**src/hdl/rmm_pkg.sv**
```systemverilog
// Shared widths and types for the running min/max/mean statistics block.
// Used by rmm_mul, rmm_div and running_min_max_mean; depends on nothing.
package rmm_pkg;

   localparam int VALUE_BITS = 32;
   localparam int COUNT_BITS = 16;
   // signed width of mean*count + value, formed exactly
   localparam int NUM_BITS = VALUE_BITS + COUNT_BITS + 1;
   localparam int MUL_STEP_BITS = $clog2(COUNT_BITS);
   localparam int DIV_STEP_BITS = $clog2(VALUE_BITS);

   typedef logic signed [VALUE_BITS-1:0] value_type;
   typedef logic [COUNT_BITS-1:0] count_type;
   typedef logic [COUNT_BITS:0] divisor_type;
   typedef logic signed [NUM_BITS-1:0] num_type;

endpackage

```
**src/hdl/running_min_max_mean.sv**
```systemverilog
// Running minimum, maximum and truncated mean over a stream of nullable Q16.16 values.
// Depends on rmm_pkg, rmm_mul and rmm_div.
//
//   port group   direction   contents
//   req_*        in          sample_value (signed 32), sample_present
//   rsp_*        out         running_minimum/maximum/mean, present_count, stats_known
//
// An absent sample, or the first present one, goes straight to FINISH to have its result registered.
// Any later present sample passes through MULTIPLY and then DIVIDE first: the
// serial multiplier walks the count bits, then the divider produces one quotient bit a cycle.
// One request is in work at a time; the next is taken the cycle after the result is registered,
// even while that result waits on rsp_ready. The result is held back while an older one waits.
// Synchronous reset clears all statistics to zero and empties the result register.
module running_min_max_mean (
   input  logic               clock,
   input  logic               reset,
   input  logic               req_valid,
   output logic               req_ready,
   input  rmm_pkg::value_type req_sample_value,
   input  logic               req_sample_present,
   output logic               rsp_valid,
   input  logic               rsp_ready,
   output rmm_pkg::value_type rsp_running_minimum,
   output rmm_pkg::value_type rsp_running_maximum,
   output rmm_pkg::value_type rsp_running_mean,
   output rmm_pkg::count_type rsp_present_count,
   output logic               rsp_stats_known
);

   typedef enum logic [1:0] {
      IDLE,
      MULTIPLY,
      DIVIDE,
      FINISH
   } state_type;

   state_type            state_ff, state_in;
   rmm_pkg::value_type   min_ff, min_in;
   rmm_pkg::value_type   max_ff, max_in;
   rmm_pkg::value_type   mean_ff, mean_in;
   rmm_pkg::count_type   count_ff, count_in;
   logic                 seen_ff, seen_in;
   rmm_pkg::divisor_type dvsr_ff, dvsr_in;
   logic                 rsp_valid_ff, rsp_valid_in;
   rmm_pkg::value_type   rsp_min_ff, rsp_min_in;
   rmm_pkg::value_type   rsp_max_ff, rsp_max_in;
   rmm_pkg::value_type   rsp_mean_ff, rsp_mean_in;
   rmm_pkg::count_type   rsp_count_ff, rsp_count_in;
   logic                 rsp_known_ff, rsp_known_in;

   logic                 accept;
   logic                 mul_start;
   logic                 mul_done;
   rmm_pkg::num_type     product;
   logic                 div_done;
   rmm_pkg::value_type   quotient;

   assign req_ready = (state_ff == IDLE);
   assign accept    = req_valid && req_ready;
   assign mul_start = accept && req_sample_present && seen_ff;

   rmm_mul u_mul (
      .clock   (clock),
      .reset   (reset),
      .start   (mul_start),
      .mean    (mean_ff),
      .count   (count_ff),
      .value   (req_sample_value),
      .done    (mul_done),
      .product (product)
   );

   rmm_div u_div (
      .clock     (clock),
      .reset     (reset),
      .start     (mul_done),
      .numerator (product),
      .divisor   (dvsr_ff),
      .done      (div_done),
      .quotient  (quotient)
   );

   always_comb begin
      state_in     = state_ff;
      min_in       = min_ff;
      max_in       = max_ff;
      mean_in      = mean_ff;
      count_in     = count_ff;
      seen_in      = seen_ff;
      dvsr_in      = dvsr_ff;
      rsp_valid_in = rsp_valid_ff && !rsp_ready;
      rsp_min_in   = rsp_min_ff;
      rsp_max_in   = rsp_max_ff;
      rsp_mean_in  = rsp_mean_ff;
      rsp_count_in = rsp_count_ff;
      rsp_known_in = rsp_known_ff;
      unique case (state_ff)
         IDLE: begin
            if (accept) begin
               state_in = FINISH;
               if (req_sample_present) begin
                  if (count_ff != '1) begin
                     count_in = count_ff + 1'b1;
                  end
                  if (!seen_ff) begin
                     min_in  = req_sample_value;
                     max_in  = req_sample_value;
                     mean_in = req_sample_value;
                     seen_in = 1'b1;
                  end else begin
                     if (req_sample_value < min_ff) begin
                        min_in = req_sample_value;
                     end
                     if (req_sample_value > max_ff) begin
                        max_in = req_sample_value;
                     end
                     // weight of the old mean is the count before this request
                     dvsr_in  = {1'b0, count_ff} + 1'b1;
                     state_in = MULTIPLY;
                  end
               end
            end
         end
         MULTIPLY: begin
            if (mul_done) begin
               state_in = DIVIDE;
            end
         end
         DIVIDE: begin
            if (div_done) begin
               mean_in  = quotient;
               state_in = FINISH;
            end
         end
         FINISH: begin
            // hold until the result register is free
            if (!rsp_valid_ff || rsp_ready) begin
               rsp_valid_in = 1'b1;
               rsp_min_in   = min_ff;
               rsp_max_in   = max_ff;
               rsp_mean_in  = mean_ff;
               rsp_count_in = count_ff;
               rsp_known_in = seen_ff;
               state_in     = IDLE;
            end
         end
         default: begin
            state_in = IDLE;
         end
      endcase
   end

   always_ff @(posedge clock) begin
      if (reset) begin
         state_ff     <= IDLE;
         min_ff       <= '0;
         max_ff       <= '0;
         mean_ff      <= '0;
         count_ff     <= '0;
         seen_ff      <= 1'b0;
         rsp_valid_ff <= 1'b0;
      end else begin
         state_ff     <= state_in;
         min_ff       <= min_in;
         max_ff       <= max_in;
         mean_ff      <= mean_in;
         count_ff     <= count_in;
         seen_ff      <= seen_in;
         rsp_valid_ff <= rsp_valid_in;
      end
      dvsr_ff      <= dvsr_in;
      rsp_min_ff   <= rsp_min_in;
      rsp_max_ff   <= rsp_max_in;
      rsp_mean_ff  <= rsp_mean_in;
      rsp_count_ff <= rsp_count_in;
      rsp_known_ff <= rsp_known_in;
   end

   assign rsp_valid           = rsp_valid_ff;
   assign rsp_running_minimum = rsp_min_ff;
   assign rsp_running_maximum = rsp_max_ff;
   assign rsp_running_mean    = rsp_mean_ff;
   assign rsp_present_count   = rsp_count_ff;
   assign rsp_stats_known     = rsp_known_ff;

endmodule

```
**src/hdl/rmm_mul.sv**
```systemverilog
// Bit-serial shift-add multiplier: forms mean * count + value, one count bit a cycle.
// Depends on rmm_pkg.
module rmm_mul (
   input  logic               clock,
   input  logic               reset,
   input  logic               start,
   input  rmm_pkg::value_type mean,
   input  rmm_pkg::count_type count,
   input  rmm_pkg::value_type value,
   output logic               done,
   output rmm_pkg::num_type   product
);

   logic                                busy_ff, busy_in;
   logic                                done_ff, done_in;
   logic [rmm_pkg::MUL_STEP_BITS-1:0]   step_ff, step_in;
   rmm_pkg::num_type                    acc_ff, acc_in;
   rmm_pkg::num_type                    mcand_ff, mcand_in;
   rmm_pkg::count_type                  mplier_ff, mplier_in;

   always_comb begin
      busy_in   = busy_ff;
      done_in   = 1'b0;
      step_in   = step_ff;
      acc_in    = acc_ff;
      mcand_in  = mcand_ff;
      mplier_in = mplier_ff;
      if (start) begin
         busy_in   = 1'b1;
         step_in   = rmm_pkg::MUL_STEP_BITS'(rmm_pkg::COUNT_BITS - 1);
         // seed the accumulator with the new value so the sum comes for free
         acc_in    = {{(rmm_pkg::NUM_BITS - rmm_pkg::VALUE_BITS){value[rmm_pkg::VALUE_BITS-1]}},
                      value};
         mcand_in  = {{(rmm_pkg::NUM_BITS - rmm_pkg::VALUE_BITS){mean[rmm_pkg::VALUE_BITS-1]}},
                      mean};
         mplier_in = count;
      end else if (busy_ff) begin
         if (mplier_ff[0]) begin
            acc_in = acc_ff + mcand_ff;
         end
         mcand_in  = mcand_ff <<< 1;
         mplier_in = mplier_ff >> 1;
         step_in   = step_ff - 1'b1;
         if (step_ff == '0) begin
            busy_in = 1'b0;
            done_in = 1'b1;
         end
      end
   end

   always_ff @(posedge clock) begin
      if (reset) begin
         busy_ff <= 1'b0;
         done_ff <= 1'b0;
      end else begin
         busy_ff <= busy_in;
         done_ff <= done_in;
      end
      step_ff   <= step_in;
      acc_ff    <= acc_in;
      mcand_ff  <= mcand_in;
      mplier_ff <= mplier_in;
   end

   assign done    = done_ff;
   assign product = acc_ff;

endmodule

```
**src/hdl/rmm_div.sv**
```systemverilog
// Restoring divider: signed numerator by unsigned divisor, one quotient bit a cycle,
// truncating toward zero. Depends on rmm_pkg.
module rmm_div (
   input  logic                 clock,
   input  logic                 reset,
   input  logic                 start,
   input  rmm_pkg::num_type     numerator,
   input  rmm_pkg::divisor_type divisor,
   output logic                 done,
   output rmm_pkg::value_type   quotient
);

   logic                                busy_ff, busy_in;
   logic                                done_ff, done_in;
   logic                                neg_ff, neg_in;
   logic [rmm_pkg::DIV_STEP_BITS-1:0]   step_ff, step_in;
   rmm_pkg::divisor_type                rem_ff, rem_in;
   rmm_pkg::divisor_type                dvsr_ff, dvsr_in;
   logic [rmm_pkg::VALUE_BITS-1:0]      low_ff, low_in;
   rmm_pkg::value_type                  quo_ff, quo_in;

   logic [rmm_pkg::NUM_BITS-1:0]        mag;
   logic [rmm_pkg::COUNT_BITS+1:0]      trial;
   logic [rmm_pkg::COUNT_BITS+1:0]      diff;
   logic                                fits;
   logic [rmm_pkg::VALUE_BITS-1:0]      q_next;

   assign mag    = numerator[rmm_pkg::NUM_BITS-1] ? (~numerator + 1'b1) : numerator;
   assign trial  = {rem_ff, low_ff[rmm_pkg::VALUE_BITS-1]};
   assign fits   = trial >= {1'b0, dvsr_ff};
   assign diff   = trial - {1'b0, dvsr_ff};
   assign q_next = {low_ff[rmm_pkg::VALUE_BITS-2:0], fits};

   always_comb begin
      busy_in = busy_ff;
      done_in = 1'b0;
      neg_in  = neg_ff;
      step_in = step_ff;
      rem_in  = rem_ff;
      dvsr_in = dvsr_ff;
      low_in  = low_ff;
      quo_in  = quo_ff;
      if (start) begin
         busy_in = 1'b1;
         neg_in  = numerator[rmm_pkg::NUM_BITS-1];
         step_in = rmm_pkg::DIV_STEP_BITS'(rmm_pkg::VALUE_BITS - 1);
         // the quotient fits the value width, so the top bits start below the divisor
         rem_in  = mag[rmm_pkg::NUM_BITS-1:rmm_pkg::VALUE_BITS];
         low_in  = mag[rmm_pkg::VALUE_BITS-1:0];
         dvsr_in = divisor;
      end else if (busy_ff) begin
         rem_in  = fits ? diff[rmm_pkg::COUNT_BITS:0] : trial[rmm_pkg::COUNT_BITS:0];
         low_in  = q_next;
         step_in = step_ff - 1'b1;
         if (step_ff == '0) begin
            busy_in = 1'b0;
            done_in = 1'b1;
            quo_in  = neg_ff ? (~q_next + 1'b1) : q_next;
         end
      end
   end

   always_ff @(posedge clock) begin
      if (reset) begin
         busy_ff <= 1'b0;
         done_ff <= 1'b0;
      end else begin
         busy_ff <= busy_in;
         done_ff <= done_in;
      end
      neg_ff  <= neg_in;
      step_ff <= step_in;
      rem_ff  <= rem_in;
      dvsr_ff <= dvsr_in;
      low_ff  <= low_in;
      quo_ff  <= quo_in;
   end

   assign done     = done_ff;
   assign quotient = quo_ff;

endmodule

```
**config.mk**
```make
export PLATFORM = sky130hd
export DESIGN_NAME = running_min_max_mean
export DESIGN_NICKNAME = d
export VERILOG_FILES = /design/src/hdl/rmm_pkg.sv /design/src/hdl/running_min_max_mean.sv /design/src/hdl/rmm_mul.sv /design/src/hdl/rmm_div.sv
export SDC_FILE = /design/constraint.sdc
export NUM_CORES = 1
export LEC_CHECK = 0
export ABC_AREA = 1
export BUFFER_PORTS_ARGS = -buffer_cell sky130_fd_sc_hd__buf_2
export CAP_MARGIN = 20
export CORE_MARGIN = 2
export CORE_UTILIZATION = 56
export DETAILED_ROUTE_END_ITERATION = 8
export PLACE_DENSITY_LB_ADDON = 0.2
export SLEW_MARGIN = 10
export SYNTH_ARGS = -nofsm -noshare
export SYNTH_HDL_FRONTEND = slang
export SYNTH_SLANG_ARGS = --single-unit
```
**constraint.sdc**
```tcl
create_clock -name clock -period 18.02 [get_ports clock]
set_clock_uncertainty 0.2 [all_clocks]
set_input_delay 0 -clock clock [delete_from_list [all_inputs] [get_ports clock]]
set_output_delay 0 -clock clock [all_outputs]
set_load 0.005 [all_outputs]
```
# Yosys cells after proc, flatten, opt, wreduce, memory -nomap -nowiden
# Cells that the tools add are included.
[op_classes] addsub=8 order_cmp=3 n_eq_ne=12 n_mux=40 bitwise_logic=5 n_reduce_logical=26
[op_table] op="$mux 32" n=11
[op_table] op="$mux 49" n=6
[op_table] op="$pmux 32 s2" n=1
[op_table] op="$mux 17" n=3
[op_table] op="$add 49x1->49 const B" n=1
[op_table] op="$add 49x49->49" n=1
[op_table] op="$not 49->49" n=1
[op_table] op="$add 32x1->32 const B" n=1
[op_table] op="$gt 32x32->1" n=1
[op_table] op="$lt 32x32->1" n=1
[op_table] op="$mux 16" n=2
[op_table] op="$not 32->32" n=1
[op_table] op="$reduce_and 4->1" n=5
[op_table] op="$ge 18x17->1" n=1
[op_table] op="$add 16x1->17 const B" n=1
[op_table] op="$sub 17x17->17" n=1
[op_table] op="$add 16x1->16 const B" n=1
[op_table] op="$ne 16x16->1 const B" n=1
[op_table] op="$mux 2" n=6
[op_table] op="$ne 2x1->1 const B" n=6
[op_table] op="$mux 1" n=10
[op_table] op="$pmux 2 s4" n=1
[op_table] op="$reduce_bool 2->1" n=4
[op_table] op="$reduce_and 3->1" n=2
[op_table] op="other kinds (15)" n=25
[totals] register_bits=472 in_bits=37 output_inout_bits=115 elab_cells=121

# Logic depth before layout (Yosys ltp)
[depth] ltp_word=6 depth_mapped=20

# Hierarchy
# From an unflattened synthesis, not the netlist that was laid out.
[unflattened] cells_unflattened=3508 hier_area_um2=27566.4
[modules_own_cells] module="running_min_max_mean" instances=1 cells_each=1134 area_each_um2=10747.8 seq_area_each_um2=6226.0
[modules_own_cells] module="rmm_mul" instances=1 cells_each=1392 area_each_um2=9310.2 seq_area_each_um2=3543.4
[modules_own_cells] module="rmm_div" instances=1 cells_each=982 area_each_um2=7508.5 seq_area_each_um2=3113.0

# Least setup slack after synthesis
# No wires, ideal clock.
[synth_path] path_kind="flip-flop to flip-flop" start="register state_ff[1]" end="register rsp_count_ff[0] (netlist: rsp_present_count[0]) (enable)" setup_time_ns=0.622 arrival_ns=6.006 required_time_ns=17.198 slack_ns=11.192 stages_incl_launch_ff=4 period_less_slack_ns=6.828 path_cell_list="dfxtp_1 -> ha_1 -> inv_1 -> a21oi_1"
[synth_via] elab_chain_cells=2
[synth_lines] element="from (decl)" line="running_min_max_mean.sv:37" source="state_type state_ff, state_in;"
[synth_lines] element="from (signal assigned)" line="running_min_max_mean.sv:163" source="state_ff <= state_in;"
[synth_lines] element="$eq 2x2->1" line="running_min_max_mean.sv:97" source="unique case (state_ff)"
[synth_lines] element="$reduce_and 2->1 (no line)"
[synth_lines] element="to (signal assigned)" line="running_min_max_mean.sv:175" source="rsp_count_ff <= rsp_count_in;"
[synth_lines] element="to (decl)" line="running_min_max_mean.sv:48" source="rmm_pkg::count_type rsp_count_ff, rsp_count_in;"
# No other way between the ends.
# A chain may end at the register's enable or synchronous reset.

# Worst setup path in the final report
[layout_path] start="register u_div.rem_ff[10]" end="register u_div.quo_ff[26] (netlist: u_div.quotient[26]), data pin"
[layout_via] elab_chain_cells=4
[layout_lines] element="from (decl)" line="rmm_div.sv:17" source="rmm_pkg::divisor_type rem_ff, rem_in;"
[layout_lines] element="from (signal assigned)" line="rmm_div.sv:73" source="rem_ff <= rem_in;"
[layout_lines] element="$ge 18x17->1" line="rmm_div.sv:30" source="assign fits = trial >= {1'b0, dvsr_ff};"
[layout_lines] element="$not 32->32" line="rmm_div.sv:58" source="quo_in = neg_ff ? (~q_next + 1'b1) : q_next;"
[layout_lines] element="$add 32x1->32" line="rmm_div.sv:58"
[layout_lines] element="$mux 32" line="rmm_div.sv:58"
[layout_lines] element="to (signal assigned)" line="rmm_div.sv:76" source="quo_ff <= quo_in;"
[layout_lines] element="to (decl)" line="rmm_div.sv:20" source="rmm_pkg::value_type quo_ff, quo_in;"
# No other way between the ends.

==> reports/metrics.cfg <==
[run_status]
status=complete, no violations

[clocking]
htree_levels=2
cts_buffers=49
post_cts_buffers=0
clock_latency_ns=0.59
cts_root_buf=clkbuf_16
clk_pin_slew_worst_paths_ns=0.06
clock-sinks=472
clock_path_buffers=3
tritoncts=yes

[yosys]
ys_seq_area_share_pct=50.0
synth_compound_area_share_pct=12.1
synthArstFlopShare_pct=0
synth.net_count=3196
synth_top_area_share_pct=40.0
syn_area_per_cell_um2=8.53
synthCells=3020
synth_fa_ha_area_share_pct=6.81
synth_xor_area_share_pct=3.06
synthFlopType=edfxtp_1
synth_top_family_by_area=simple AND/OR/NAND/NOR gates
synth_cell_types=55
synthesis.area_mm2=0.0258
synth-edff-count=343
muxShareOfSynthArea_pct=0.0388
synth_seq_cells=472
synthTopCellsByArea=edfxtp_1 40%, nand2_1 10%, dfxtp_1 10%
yosys.area_share.simple_pct=21.7
yosys_warnings=0
yosys.area.top_type=edfxtp_1

[timing]
period_share_pct=24.5
drv_slew=0
layout_min_cycle_time_ns=4.42
setup_viol=0
rsz0062_at_grt=false
tightest_slew_ns=1.11
hold_slack_ns=0.0809
fin_setup_tns_ns=0
fmax_ghz=0.226
relSlewSlack_pct=26.0
setup_slack_ns=13.60
finalHoldViolations=0

[placed_design]
dpl_worst_slack_ns=13.65
place.gp.congestion=1.01
port-buffer-count=151
dpl.hpwl_um=55700
post-place-cells=3687

[setup_path]
crit_arrival_ns=4.54
endpoint_kind=flip-flop
r2r.worst_path.cells=17
cp_max_fo=33
required_ns=18.15
rr_endpoint=u_div.quotient[26]
ff2ff_setup_slack_ns=13.60
setup.worst_path.class=flip-flop to flip-flop
r2r-start=u_div.rem_ff[10]
critPathLaunchType=flip-flop

[die]
rows=78
die_w_um=219
io_pins=152
core_area_mm2=0.0454
die_h_um=219
initial_utilization_pct=56.8
dieArea_mm2=0.0477

[grt]
grt_pass1_vias=20800
grt_max_degree=101
grt_pass1_wl_um=117000
antenna_found_initial=2
gr-total-overflow=0
track_usage_pct=31.7

[final_layout]
final_nets=3353
n_antenna_cell=0
final-instance-count-excl-fill=3817
area_delta_synth_final_pct=12.6
drive_gt1_share_pct=10.2
nFillCells=3908

[power_and_ir_drop]
p_per_area_mw_per_mm2=105
vdd_ir_drop_max_v=0.000104
p_total_w=0.00305
p_leak_nw=12.0

[worst_hold_path]
min_path_type=input port to flip-flop
hp-start=req_sample_value[17]
min_path_cells=4
hold_path_end=mean_ff[17]

[flow_run]
maxCapViolations=0

[routing]
drt_wl_total_um=76300
routedWlPerCell_um=20.0
drtIter0Drc=2526
drc_errors=0
vias=22000
ant_nets=0
first_pass_iters=6
vias_per_cell=5.77

[synth_stat cells (3+ instances only)]
cell / n
o21a_1: 11
nor3_1: 31
o21ai_0: 214
nand3_2: 3
nor2_2: 4
edfxtp_1: 343
xor2_1: 61
a211oi_2: 3
a31oi_1: 41
nand2_2: 12
nand4_1: 26
nor2_4: 3
xnor2_1: 29
buf_2: 18
o21ai_1: 26
inv_2: 7
nor2_1: 290
o21ai_2: 4
a21oi_2: 11
nand3b_1: 8
o211ai_1: 5
nor4_1: 8
ha_1: 137
a211oi_1: 5
a21oi_1: 217
nor3_2: 4
nand2_1: 717
clkbuf_1: 61
inv_1: 308
nand3_1: 196
o21bai_1: 9
or2_2: 19
a21o_1: 9
dfxtp_1: 129
o22ai_1: 5
buf_1: 18
or2_1: 4
[stage by stage]
stage	util [%]	area, µm²
6_report	63.9	29000
5_1_grt	63.9	29000
4_1_cts	63.9	29000
3_5_place_dp	59.5	27000
3_3_place_gp	59.5	27000
2_1_floorplan	-	25800
[area by class of cell]
| class | count | area (µm²) | share of cell area (%) |
|---|---|---|---|
| repair buffers | 207 | 1290 | 4.45 |
| clock buffers | 69 | 1390 | 4.80 |
| inverters | 317 | 1190 | 4.11 |
| multi-input cells | 2130 | 11300 | 38.9 |
| clock inverters | 22 | 208 | 0.716 |
| well taps | 600 | 751 | 2.59 |
| flip-flops and latches | 472 | 12900 | 44.4 |
[power breakdown]
group	leakage, nW	switching, W	internal [W]
clock network	0.778	0.000440	0.000572
logic	6.99	0.000414	0.000204
registers	4.19	0.0000939	0.00133
total	12.0	0.000949	0.00210
[registers in the layout, indices dropped and copies added (netlist names), 4 cells and up]
| register | count |
|---|---|
| u_div.step_ff | 5 |
| u_mul.product | 49 |
| u_mul.step_ff | 4 |
| u_div.dvsr_ff | 17 |
| count_ff | 16 |
| dvsr_ff | 17 |
| mean_ff | 32 |
| u_mul.mcand_ff | 49 |
| max_ff | 32 |
| rsp_present_count | 16 |
| rsp_running_maximum | 32 |
| rsp_running_minimum | 32 |
| min_ff | 32 |
| u_div.low_ff | 32 |
| u_div.quotient | 32 |
| u_div.rem_ff | 17 |
| rsp_running_mean | 32 |
| u_mul.mplier_ff | 16 |
[critical path, stage by stage (launching register included)]
cell and delay (ns):
edfxtp_1 0.40, ha_1 0.36, a21oi_1 0.21, o21ai_0 0.14
nand3_1 0.10, nand2_1 0.05, nor2_1 0.15, nand2_2 0.37
inv_1 0.42, ha_1 0.25, nand3_1 0.11, nor3_1 0.26
nand4_1 0.25, nor3_2 0.27, nor2_1 0.12, nor2_2 0.17
o21ai_0 0.14, xor2_1 0.17
[cells in the final DEF (no fill, tap or decap), drive strengths merged, types with 35 or more instances in the layout]
cell / count
nor3: 35
edfxtp: 343
nor2: 297
o21ai: 244
dfxtp: 129
nand2: 729
a21oi: 229
clkbuf: 69
inv: 315
dlygate4sd3: 38
ha: 137
nand3: 199
xor2: 61
a31oi: 41
buf: 169
[worst max path at each step]
stage / cells after the start / endpoint / startpoint / slack [ns]
2_1_floorplan: 3 / rsp_present_count[0] / state_ff[1] / 11.19
3_3_place_gp: 17 / u_div.quotient[26] / u_div.rem_ff[10] / 13.73
3_5_place_dp: 17 / u_div.quotient[26] / u_div.rem_ff[10] / 13.65
4_1_cts: 17 / u_div.quotient[26] / u_div.rem_ff[10] / 13.63
5_1_grt: 17 / u_div.quotient[26] / u_div.rem_ff[10] / 13.11
6_report: 17 / u_div.quotient[26] / u_div.rem_ff[10] / 13.60
[what timing repair did]
action	4_1_cts	5_1_grt
gates resized for setup	0	0
hold buffers	38	0
endpoints found under the hold margin	179	0
[logic make-up after synthesis]
kind of cell,Yosys count
compound gates,570
xor+xnor,90
fa+ha+maj,139
buf+inv,418
flops,472
mux,1
simple gates,1330
[routing by layer]
metal | part of all wire, % | wire length (µm) | global-route usage (%) | vias up
met5 | 0 | 0 | 0 | -
met4 | 2.6 | 1950 | 8.93 | 0
met3 | 9.7 | 7420 | 6.12 | 118
met2 | 45 | 34100 | 48.8 | 919
met1 | 43 | 32900 | 45.7 | 10500
li1 | - | - | - | 10500
No activity file was read; power rests on OpenSTA's default activity.
